### config.mk
export PLATFORM = sky130hd
export DESIGN_NAME = framed_packet_checksum_check_top
export DESIGN_NICKNAME = d
export VERILOG_FILES = /design/src/hdl/fpcc_pkg.sv /design/src/hdl/framed_packet_checksum_check_top.sv /design/src/hdl/fpcc_accum.sv /design/src/hdl/fpcc_out_reg.sv
export SDC_FILE = /design/constraint.sdc
export NUM_CORES = 1
export LEC_CHECK = 0
export BUFFER_PORTS_ARGS = -buffer_cell sky130_fd_sc_hd__buf_2
export CORE_MARGIN = 2
export CORE_UTILIZATION = 40
export CTS_CLUSTER_DIAMETER = 150
export CTS_CLUSTER_SIZE = 30
export DETAILED_ROUTE_END_ITERATION = 16
export GPL_TIMING_DRIVEN = 0
export PLACE_DENSITY_LB_ADDON = 0.3
export SYNTH_ARGS = -nofsm -noshare
export SYNTH_HDL_FRONTEND = slang
export SYNTH_HIERARCHICAL = 1
export SYNTH_SLANG_ARGS = --single-unit
### constraint.sdc
create_clock -name clk -period 7.6 [get_ports clk]
set_input_delay 1.14 -clock clk [delete_from_list [all_inputs] [get_ports clk]]
set_output_delay 1.14 -clock clk [all_outputs]
set_load 0.02 [all_outputs]
### src/hdl/fpcc_pkg.sv
`default_nettype none
package fpcc_pkg;

  localparam logic [15:0] SUM_SEED       = 16'hAAAA;
  localparam int          HEADER_BYTES   = 14;
  localparam int          CHECK_BYTES    = 2;
  localparam int          FRAME_OVERHEAD = HEADER_BYTES + CHECK_BYTES;

  localparam logic [1:0] STATUS_OK       = 2'd0;
  localparam logic [1:0] STATUS_SHORT    = 2'd1;
  localparam logic [1:0] STATUS_BAD_SUM  = 2'd2;
  localparam logic [1:0] STATUS_OVERLONG = 2'd3;

  typedef struct packed {
    logic [7:0] byte_value;
    logic       last_byte;
  } in_t;

  typedef struct packed {
    logic [1:0]  status;
    logic [11:0] payload_length;
    logic [15:0] computed_sum;
  } out_t;

  // xor then rotate left by one
  function automatic logic [15:0] fold_word(input logic [15:0] sum, input logic [15:0] word);
    logic [15:0] x;
    x = sum ^ word;
    return {x[14:0], x[15]};
  endfunction

endpackage
`default_nettype wire

### src/hdl/framed_packet_checksum_check_top.sv
// channel | dir | handshake           | payload
// pkt     | in  | pkt_valid/pkt_stall | fpcc_pkg::in_t  (byte_value, last_byte)
// res     | out | res_valid/res_stall | fpcc_pkg::out_t (status, payload_length, computed_sum)
//
// One byte per cycle while pkt_stall is low; the result shows on res in the cycle after the last byte's transfer.
// Per-byte fold and status are one pass of logic ahead of the result register.
// rst is synchronous and clears the running sum to its seed and all counts.
// pkt_stall is high only while a result waits in the output register and res_stall is high.
`default_nettype none
module framed_packet_checksum_check_top #(
  parameter int MAX_PACKET_BYTES = 4096
) (
  input  wire logic           clk,
  input  wire logic           rst,
  input  wire logic           pkt_valid,
  output logic                pkt_stall,
  input  wire fpcc_pkg::in_t  pkt,
  output logic                res_valid,
  input  wire logic           res_stall,
  output fpcc_pkg::out_t      res
);

  logic           ready;
  logic           take;
  fpcc_pkg::out_t result;

  assign pkt_stall = !ready;
  assign take      = pkt_valid && ready;

  fpcc_accum #(
    .MAX_PACKET_BYTES(MAX_PACKET_BYTES)
  ) u_accum (
    .clk   (clk),
    .rst   (rst),
    .take  (take),
    .item  (pkt),
    .result(result)
  );

  fpcc_out_reg u_out (
    .clk  (clk),
    .rst  (rst),
    .load (take && pkt.last_byte),
    .din  (result),
    .stall(res_stall),
    .valid(res_valid),
    .dout (res),
    .ready(ready)
  );

endmodule
`default_nettype wire

### src/hdl/fpcc_accum.sv
`default_nettype none
module fpcc_accum #(
  parameter int MAX_PACKET_BYTES = 4096
) (
  input  wire logic          clk,
  input  wire logic          rst,
  input  wire logic          take,
  input  wire fpcc_pkg::in_t item,
  output fpcc_pkg::out_t     result
);

  localparam int CW = $clog2(MAX_PACKET_BYTES + 1);

  logic [15:0]   running_sum, running_sum_next;
  logic [CW-1:0] byte_count, byte_count_next;
  logic [15:0]   delay_bytes, delay_bytes_next;
  logic [7:0]    pending_low_byte, pending_low_byte_next;
  logic          word_phase, word_phase_next;
  logic          overlong_flag, overlong_flag_next;

  logic [15:0] sum_step;
  logic [7:0]  pend_step;
  logic        phase_step;
  logic        ovf_step;
  logic [CW-1:0] count_step;
  logic [15:0] final_sum;
  logic [15:0] recv;

  always_comb begin
    ovf_step   = overlong_flag;
    count_step = byte_count;
    if (byte_count == CW'(MAX_PACKET_BYTES)) begin
      ovf_step = 1'b1;
    end else begin
      count_step = byte_count + CW'(1);
    end

    sum_step   = running_sum;
    pend_step  = pending_low_byte;
    phase_step = word_phase;
    if (byte_count >= CW'(2)) begin
      if (!word_phase) begin
        pend_step  = delay_bytes[15:8];
        phase_step = 1'b1;
      end else begin
        sum_step   = fpcc_pkg::fold_word(running_sum, {delay_bytes[15:8], pending_low_byte});
        phase_step = 1'b0;
      end
    end

    recv      = {item.byte_value, delay_bytes[7:0]};
    final_sum = phase_step ? fpcc_pkg::fold_word(sum_step, {8'h00, pend_step}) : sum_step;

    result.computed_sum   = final_sum;
    result.payload_length = 12'd0;
    if (ovf_step) begin
      result.status = fpcc_pkg::STATUS_OVERLONG;
    end else if (count_step <= CW'(fpcc_pkg::FRAME_OVERHEAD)) begin
      result.status = fpcc_pkg::STATUS_SHORT;
    end else if (recv != final_sum) begin
      result.status = fpcc_pkg::STATUS_BAD_SUM;
    end else begin
      result.status         = fpcc_pkg::STATUS_OK;
      result.payload_length = 12'(count_step - CW'(fpcc_pkg::FRAME_OVERHEAD));
    end

    running_sum_next      = running_sum;
    byte_count_next       = byte_count;
    delay_bytes_next      = delay_bytes;
    pending_low_byte_next = pending_low_byte;
    word_phase_next       = word_phase;
    overlong_flag_next    = overlong_flag;
    if (take) begin
      if (item.last_byte) begin
        running_sum_next      = fpcc_pkg::SUM_SEED;
        byte_count_next       = '0;
        delay_bytes_next      = '0;
        pending_low_byte_next = '0;
        word_phase_next       = 1'b0;
        overlong_flag_next    = 1'b0;
      end else begin
        running_sum_next      = sum_step;
        byte_count_next       = count_step;
        delay_bytes_next      = {delay_bytes[7:0], item.byte_value};
        pending_low_byte_next = pend_step;
        word_phase_next       = phase_step;
        overlong_flag_next    = ovf_step;
      end
    end
  end

  always_ff @(posedge clk) begin
    if (rst) begin
      running_sum      <= fpcc_pkg::SUM_SEED;
      byte_count       <= '0;
      delay_bytes      <= '0;
      pending_low_byte <= '0;
      word_phase       <= 1'b0;
      overlong_flag    <= 1'b0;
    end else begin
      running_sum      <= running_sum_next;
      byte_count       <= byte_count_next;
      delay_bytes      <= delay_bytes_next;
      pending_low_byte <= pending_low_byte_next;
      word_phase       <= word_phase_next;
      overlong_flag    <= overlong_flag_next;
    end
  end

endmodule
`default_nettype wire

### src/hdl/fpcc_out_reg.sv
`default_nettype none
module fpcc_out_reg (
  input  wire logic           clk,
  input  wire logic           rst,
  input  wire logic           load,
  input  wire fpcc_pkg::out_t din,
  input  wire logic           stall,
  output logic                valid,
  output fpcc_pkg::out_t      dout,
  output logic                ready
);

  assign ready = !valid || !stall;

  always_ff @(posedge clk) begin
    if (rst) begin
      valid <= 1'b0;
    end else if (load) begin
      valid <= 1'b1;
    end else if (!stall) begin
      valid <= 1'b0;
    end
  end

  always_ff @(posedge clk) begin
    if (load) begin
      dout <= din;
    end
  end

endmodule
`default_nettype wire

; Word level (Yosys, flattened, before mapping)
; Cells that the tools add are included.
; W data, S select, Z words.
[word_totals]
regBits = 86
latch_bits = 0
ramBits = 0
rom_bits = 0
in_bits = 13
elab_cells = 47
mem_count = 0
[op_classes]
addsub = 2
multipliers = 0
div_mod_pow = 0
magnitude_cmp = 2
n_eq_ne = 3
shift = 0
muxes = 19
n_bitwise = 2
n_reduce_logical = 8
[ops]
columns = cell, n
row1 = $mux W16, 5
row2 = $mux W13, 2
row3 = $mux W8, 3
row4 = $ne A16 B16 Y1, 1
row5 = $xor A16 B16 Y16, 1
row6 = $xor A16 B8 Y16, 1
row7 = $add A13 B1 Y13 const B, 1
row8 = $eq A13 B13 Y1 const B, 1
row9 = $ge A13 B2 Y1 const B, 1
row10 = $le A13 B5 Y1 const B, 1
row11 = $sub A12 B5 Y12 const B, 1
row12 = $mux W1, 7
row13 = $mux W2, 2
row14 = $logic_not A1 Y1, 3
row15 = $reduce_or A3 Y1, 1
row16 = $logic_and A1 B1 Y1, 2
row17 = $ne A2 B1 Y1 const B, 1
row18 = $reduce_or A2 Y1, 1
row19 = $logic_or A1 B1 Y1, 1

; Logic depth before layout (Yosys ltp)
; Gate-level depths: netlist (run 1).
[depth]
depth_word = 8
ltp_mapped = 12
mapped_depth_nobuf = 10

; Hierarchy
; The synthesis (run 1) kept the hierarchy.
[by_module_without_submodules]
columns = module, n_inst, cells_per_inst, area_each_um2
row1 = fpcc_accum, 1, 556, 4147.7
row2 = fpcc_out_reg, 1, 34, 933.4
row3 = framed_packet_checksum_check_top, 1, 3, 17.5

; Least setup slack after synthesis (run 1)
; OpenSTA, ideal clock, no wires.
[synth_path]
path_kind = register -> register
startpoint = register u_accum.byte_count[0]
endpoint = register u_out/dout[23] in the netlist's numbering, data pin
setup_ps = 255
t_arrival_ps = 2582
setup_slack_ps = 4763
stages_incl_launch_ff = 12
period_less_slack_ps = 2837
path_cell_list = dfxtp_1 clkbuf_1 inv_1 ha_1 or3_4 o21ai_0 a211oi_1 or4b_1 and4_1 nand4_2 buf_6 nor2_2
[synth_between]
elab_chain_len = 6
word_cells_on_any_way = 14
cone_classes = 2 x add/sub / 2 x order compare / 2 x eq/ne / 6 x mux / 1 x bitwise / 1 x reduce/logical
[synth_rtl]
columns = element, line_no
row1 = from (decl), fpcc_accum.sv:15  ; logic [CW-1:0] byte_count, byte_count_next;
row2 = from (signal assigned), fpcc_accum.sv:102  ; byte_count <= byte_count_next;
row3 = "parallel branches: the longest is 6 deep, another holds $add A13 B1 Y13", -
row4 = to (signal assigned), fpcc_out_reg.sv:27  ; dout <= din;
row5 = to (decl), fpcc_out_reg.sv:9  ; output fpcc_pkg::out_t dout,
; Parallel ways; which one is timed is not known.
; A chain may end at the register's enable or synchronous reset.

; Worst setup path in the final report (run 1)
[layout_path]
startpoint = register u_accum.byte_count[0]
endpoint = register u_out/dout[25] in the netlist's numbering, data pin
; Same word-level chain as after synthesis.

==> reports/metrics.cfg, run 1 <==
[power]
ir_drop_mv = 0.0974
pwr-share-comb = 0.090
swShare = 0.252
p_seq_frac = 0.476
total_power_mw = 1.03
pwr_density_cell_nw_per_um2 = 176
p_clk_frac = 0.434
p_leak_nw = 2.21
p_int_uw = 768
p_sw_uw = 259

[finish]
syn2layout_area_growth_pct = 14.5
fillers = 1253
layout_commonest_cell = nor2_1
finalNonFillerCells = 825
final_nets = 666
layout_common_cells = nor2_1 (73), dfxtp_1 (56), buf_2 (51), a21oi_1 (37), nand2_1 (34)
drive_gt1_frac = 0.168
insertedDiodeCount = 0

[yosys]
ys_ff_latch = 86
ys_async_sr_fraction = 0
avgSynthCellArea_um2 = 8.60
ys.flop_type = dfxtp_1
synth-edff-count = 30
synth-warning-count = 6
yosysSeqAreaShare = 0.397
syn_inst = 593
syn_nets = 611
synth_area_um2 = 5100
ys_types = 66

[global_route]
grt_pass1_wl_um = 22900
antenna_found_initial = 0
overflow = 0
grt_max_degree = 32
grtUsageTotal = 0.221
grt_pass1_vias = 4271

[critical_path]
cp.required_ns = 7.80
worstSetupStartpointType = flip-flop
slowest_delay_ns = 0.43
end_kind = flip-flop
crit_arrival_ns = 3.53
worstPathCellList = clkbuf_1 > inv_1 > ha_1 > nor3_2 > buf_2 > o211ai_1 > nand3_1 > o2111ai_1 > nor4_2 > nand4_2 > buf_6 > nor2_2
cp_max_fo = 10
cp_slowest_cell = nor3_2
crit_type = flip-flop to flip-flop

[place]
io_buffer_count = 44
gp_congestion = 0.906
placed_cells = 809
hpwlAfterDp_um = 10500

[routing]
drt_iter0_markers = 449
wl_per_cell_um = 17.9
ant_nets = 0
via_per_inst = 5.64
routed-wl-met3_um = 1130
routed.top_layer = met4
routed_wl_um = 14800
drt-met1-wl_um = 6650
dr.pass1.iters = 5
met2_length_um = 6670
drc = 0
num_vias = 4651

[clocking]
cts.htree.levels = 3
clock_sinks = 86
cts_inserted_buffers = 9
insertion_delay_ns = 0.34
clockBufferDepth = 2
cts_resized = 0
cts_tree = done
cts_post_setup_buffers_inserted = 0
cts_root_buffer = clkbuf_16
clkTransAtPathRegs_ns = 0.06
holdBufCountCts = 0

[floorplan]
start_util = 0.407
core_area_um2 = 12500
ios = 45
fp.dieW_um = 117
fp-row-count = 41
dieHeight_um = 117
dieArea_um2 = 13700

[min_path]
hold_class = flip-flop to flip-flop

[sta]
rsz0062_at_grt = false
period_share = 0.437
tightest_slew_ns = 1.09
relSlewSlack = 0.270
period_minus_slack_ns = 3.32
fin_tns_setup_ns = 0
fin_skew_ns = 0.00628
hold_violations = 0
whs_ns = 0.467
slew_violations = 0
fmax_mhz = 301
report.final.setup_viol = 0

[run_status]
status = finished clean

[flow_run]
drv_cap = 0

==> registers in the layout, indices dropped and copies added (netlist names) <==
signal                    cells
u_accum/byte_count           13
u_accum/overlong_flag         1
u_accum/word_phase            1
u_accum/pending_low_byte      8
u_accum/running_sum          16
u_out/valid                   1
u_accum/delay_bytes          16
u_out/dout                   30
==> path summary, 6_finish.rpt <==
kind / from / endpoint / slack, ns / depth (start not counted)
max: u_accum/byte_count[0] / u_out/dout[25] / 4.28 / 12
min: u_accum/delay_bytes[6] / u_accum/delay_bytes[6] / 0.47 / 2
max reg2reg: u_accum/byte_count[0] / u_out/dout[25] / 4.28 / 12
min reg2reg: u_accum/delay_bytes[6] / u_accum/delay_bytes[6] / 0.47 / 2
==> cells by family (layout without fill, tap and decap cells) <==
logic type / count (synthesis) / after routing / synth area share
and+or+nand+nor: 236 / 236 / 0.242
AOI/OAI and AO/OA: 150 / 150 / 0.198
DFF: 86 / 86 / 0.397
buffers and inverters: 62 / 122 / 0.0564
xor gates and xnor gates: 48 / 48 / 0.0825
muxes: 6 / 6 / 0.0123
adders and majority gates: 5 / 5 / 0.0123
==> stage by stage <==
| stage | instance area, um2 | setup WS, ns | util |
|---|---|---|---|
| finish | 5840 | 4.28 | 0.466 |
| detailed placement | 5530 | 4.11 | 0.442 |
| floorplan | 5100 | 4.76 | - |
| global route | 5840 | 4.00 | 0.466 |
| CTS | 5830 | 4.28 | 0.466 |
| global placement | 5530 | 4.20 | 0.442 |
==> cells in the mapped netlist (6+ instances only) <==
cell type	n	share of area
a21oi_1	37	0.036
nor3_1	12	0.012
nand3_1	32	0.031
and3_1	9	0.011
or3_1	10	0.012
a21o_1	6	0.0088
nand4_1	8	0.0098
dfxtp_1	56	0.22
nand2_1	34	0.025
nor2_1	73	0.054
nor2_2	11	0.013
buf_2	7	0.0069
o22ai_1	12	0.015
inv_1	17	0.013
o21ai_0	24	0.024
a22oi_1	20	0.029
a211oi_1	9	0.013
nand2b_1	11	0.013
clkbuf_1	28	0.021
xnor2_1	22	0.038
edfxtp_1	30	0.18
a31oi_1	6	0.0074
xor2_1	26	0.045
==> final cells by class <==
type                       instances  area (um2)  area share
inverter                          17        63.8      0.0109
clock inverter                     7        75.1      0.0129
sequential                        86        2020       0.346
timing repair buffer              44         220      0.0377
tap                              172         215      0.0369
buffer                            45         224      0.0384
multi-input combinational        445        2790       0.478
clock buffer                       9         225      0.0386
==> critical path: cells and delay by family (launching register included) <==
| family | cells | cell delay, ns |
|---|---|---|
| compound gates | 2 | 0.33 |
| fa+ha+maj | 1 | 0.27 |
| buf+inv | 4 | 1.04 |
| flops | 1 | 0.33 |
| simple gates | 5 | 1.22 |
==> power groups by stage <==
stage	clock network [mW]	logic (mW)	registers, mW
floorplan	0	0.0508	0.506
global placement	0	0.0890	0.499
detailed placement	0	0.0900	0.499
CTS	0.452	0.0906	0.489
global route	0.469	0.0996	0.490
finish	0.446	0.0921	0.489
==> metal layers <==
layer	track usage	vias to the layer above
met4	0.0800	0
li1	-	2246
met3	0.0417	27
met2	0.334	193
met1	0.314	2185
met5	0	-
(Power assumes the default switching activity.)
==> run 2, diff against run 1 <==
--- a/config.mk
+++ b/config.mk
@@ -5,6 +5,7 @@
 export SDC_FILE = /design/constraint.sdc
 export NUM_CORES = 1
 export LEC_CHECK = 0
+export ABC_AREA = 1
 export BUFFER_PORTS_ARGS = -buffer_cell sky130_fd_sc_hd__buf_2
 export CORE_MARGIN = 2
 export CORE_UTILIZATION = 40
==> constraint.sdc (replaced) <==
create_clock -name clk -period 3 [get_ports clk]
set_input_delay 0.45 -clock clk [delete_from_list [all_inputs] [get_ports clk]]
set_output_delay 0.45 -clock clk [all_outputs]
set_load 0.02 [all_outputs]
==> run 2 against run 1 <==
Synthesized cell count increased by 31%. Global-route usage increased by 0.34 points. Sequential power increased to 2.6 times the previous value. Flip-flop and latch count unchanged. Critical path type unchanged. Maximum frequency increased by 17%. First-iteration DRC count increased by 18%. Cell area increased by 2.4%. Routed wire length decreased by 1.3%. Die area increased by 0.67%.
==> reports/metrics.cfg, run 2 <==
[routing]
drc = 0
ant_nets = 0
routed_wl_um = 14600
wl_per_cell_um = 14.4
dr.pass1.iters = 5
via_per_inst = 5.01
drt_iter0_markers = 528
num_vias = 5064

[clocking]
cts_root_buffer = clkbuf_16
clkTransAtPathRegs_ns = 0.07
clockBufferDepth = 2
cts_inserted_buffers = 9
insertion_delay_ns = 0.35
cts.htree.levels = 3
cts_tree = done
clock_sinks = 86
holdBufCountCts = 0

[place]
gp_congestion = 0.928
hpwlAfterDp_um = 10500
io_buffer_count = 44

[critical_path]
r2r_start = u_accum/byte_count[0]
worstPathCellList = inv_2 > ha_1 > inv_1 > nand3_1 > nor2_4 > nand2_2 > buf_6 > buf_6 > o21ai_1 > nand2_1 > o21ai_1 > nand2_1 > nand2_1 > nand3_1 > nor2_4 > nand3_2 > buf_6 > nor2_2
reg2reg_slack_ns = 0.16
slowest_delay_ns = 0.35
worstSetupStartpointType = flip-flop
crit_arrival_ns = 3.05
cp.required_ns = 3.21
cp_slowest_cell = dfxtp_2
reg2reg_to = u_out/dout[24]
end_kind = flip-flop
crit_type = flip-flop to flip-flop
ff2ff_path_depth = 18
cp_max_fo = 10

[finish]
largest_reg_flops = 30
insertedDiodeCount = 0
regMostFlops = u_out/dout
layout_common_cells = nand2_1 (306), inv_1 (88), nand3_1 (81), dfxtp_1 (55), buf_2 (51)
layout_commonest_cell = nand2_1
final_nets = 852
drive_gt1_frac = 0.135
reg_top3 = u_out/dout: 30 flops, u_accum/delay_bytes: 16 flops, u_accum/running_sum: 16 flops
syn2layout_area_growth_pct = 16.5

[sta]
fin_tns_setup_ns = 0
rsz0062_at_grt = false
relSlewSlack = 0.445
tightest_slew_ns = 0.830
report.final.setup_viol = 0
whs_ns = 0.306
period_share = 0.948
period_minus_slack_ns = 2.84
fmax_mhz = 352
slew_violations = 0
hold_violations = 0
fin_skew_ns = 0.00858

[yosys]
synth_area_um2 = 5130
synth_top_area_cell = nand2_1
ys_ff_latch = 86
synth-warning-count = 6
syn_nets = 795
ys.flop_type = dfxtp_1
synth-edff-count = 30
ys_async_sr_fraction = 0
yosys-top-cells-count = nand2_1 (308), inv_1 (89), nand3_1 (82)
avgSynthCellArea_um2 = 6.61
yosysSeqAreaShare = 0.394
synth_top_area_frac = 0.225
syn_inst = 777
synth_most_common_cell = nand2_1
ys_types = 33
ys_top_cells_by_area = nand2_1 (23%), dfxtp_1 (22%), edfxtp_1 (18%), nand3_1 (8.0%), inv_1 (6.5%)

[min_path]
hold_depth = 2
hold_path_end = u_out/valid
holdCritStartpoint = rst
hold_class = input pin to flip-flop

[floorplan]
fp-row-count = 41
fp.dieW_um = 117
ios = 45
dieArea_um2 = 13800
start_util = 0.408
core_area_um2 = 12600
dieHeight_um = 117

[power]
pwr-share-comb = 0.113
p_int_mw = 2.14
ir_drop_mv = 0.260
p_clk_frac = 0.449
swShare = 0.249
p_seq_frac = 0.438
p_sw_uw = 711
pwr_density_cell_nw_per_um2 = 477
p_leak_nw = 2.70

[global_route]
met1_usage = 0.325
grt_pass1_wl_um = 23200
grt_pass1_vias = 4449
overflow = 0
grt-busiest-layer = met2
gr-usage-met3 = 0.0396
grtUsageTotal = 0.224
grt_max_degree = 32
grt_util_met2 = 0.334
antenna_found_initial = 0

[run_status]
status = finished clean

[flow_run]
drv_cap = 0

## run 2: cell count changes in the layout (fill, tap and decap cells not counted), sizes merged, moves of 12 or more
cell,delta
nand2,+278
inv,+78
nand3,+52
nor2,-40
a22oi,-20
xnor2,-18
xor2,-12
## run 2: routing by layer
| layer | vias to the layer above | share of wire |
|---|---|---|
| li1 | 2565 | - |
| met1 | 2297 | 0.49 |
| met2 | 181 | 0.43 |
| met3 | 21 | 0.068 |
| met4 | 0 | 0.020 |
| met5 | - | 0 |
## run 2: final cells by class
class	instances	area (um2)
Clock buffer	10	229
Tap cell	172	215
Inverter	101	382
Clock inverter	6	111
Timing Repair Buffer	46	235
Sequential cell	86	2020
Buffer	30	166
Fill cell	1232	6590
Multi-Input combinational cell	560	2620
## run 2: stage by stage
step	util	worst slack [ns]	area, um2	power [mW]	instances
2_1_floorplan	-	0.654	5130	1.48	777
3_3_place_gp	0.443	0.0143	5570	1.58	993
3_5_place_dp	0.444	0.0514	5570	1.58	993
4_1_cts	0.471	0.0173	5910	2.86	1009
5_1_grt	0.476	0.00485	5980	2.96	1011
6_report	0.476	0.155	5980	2.85	1011
## run 2: worst max-delay path by stage
stage,from,endpoint,slack (ns),depth (start not counted)
after floorplan,u_accum/byte_count[0],u_out/dout[17],0.65,19
after global placement,u_accum/byte_count[0],u_out/dout[17],0.01,18
after detailed placement,u_accum/byte_count[0],u_out/dout[17],0.05,18
after CTS,u_accum/byte_count[0],u_out/dout[20],0.02,18
after global routing,u_accum/byte_count[0],u_out/dout[24],0.005,20
final,u_accum/byte_count[0],u_out/dout[24],0.16,18
## run 2: critical path: cells and delay by family, from the launching register on
kind / cells / cell delay, ns
AND/OR/NAND/NOR: 10 / 1.17
AO/OA/AOI/OAI: 2 / 0.38
adder cells (fa/ha/maj): 1 / 0.19
flip-flops: 1 / 0.35
buffers and inverters: 5 / 0.60
## run 2: kinds of logic after synthesis
kind of cell | count (synthesis) | synth area share
AO/OA/AOI/OAI | 82 | 0.0851
XOR/XNOR | 18 | 0.0307
adder cells (fa/ha/maj) | 5 | 0.0122
buffers and inverters | 131 | 0.104
flip-flops | 86 | 0.394
AND/OR/NAND/NOR | 455 | 0.374
## run 2: power by group through the flow
stage / clock, mW / combinational, mW / sequential (mW)
2_1_floorplan: 0 / 0.188 / 1.29
3_3_place_gp: 0 / 0.307 / 1.28
3_5_place_dp: 0 / 0.308 / 1.28
4_1_cts: 1.30 / 0.310 / 1.25
5_1_grt: 1.35 / 0.356 / 1.25
6_report: 1.28 / 0.321 / 1.25
## run 2: repair_timing
action,in CTS,in global routing
setup buffers,0,2
endpoints found under the setup margin,0,13
resized for setup,0,15
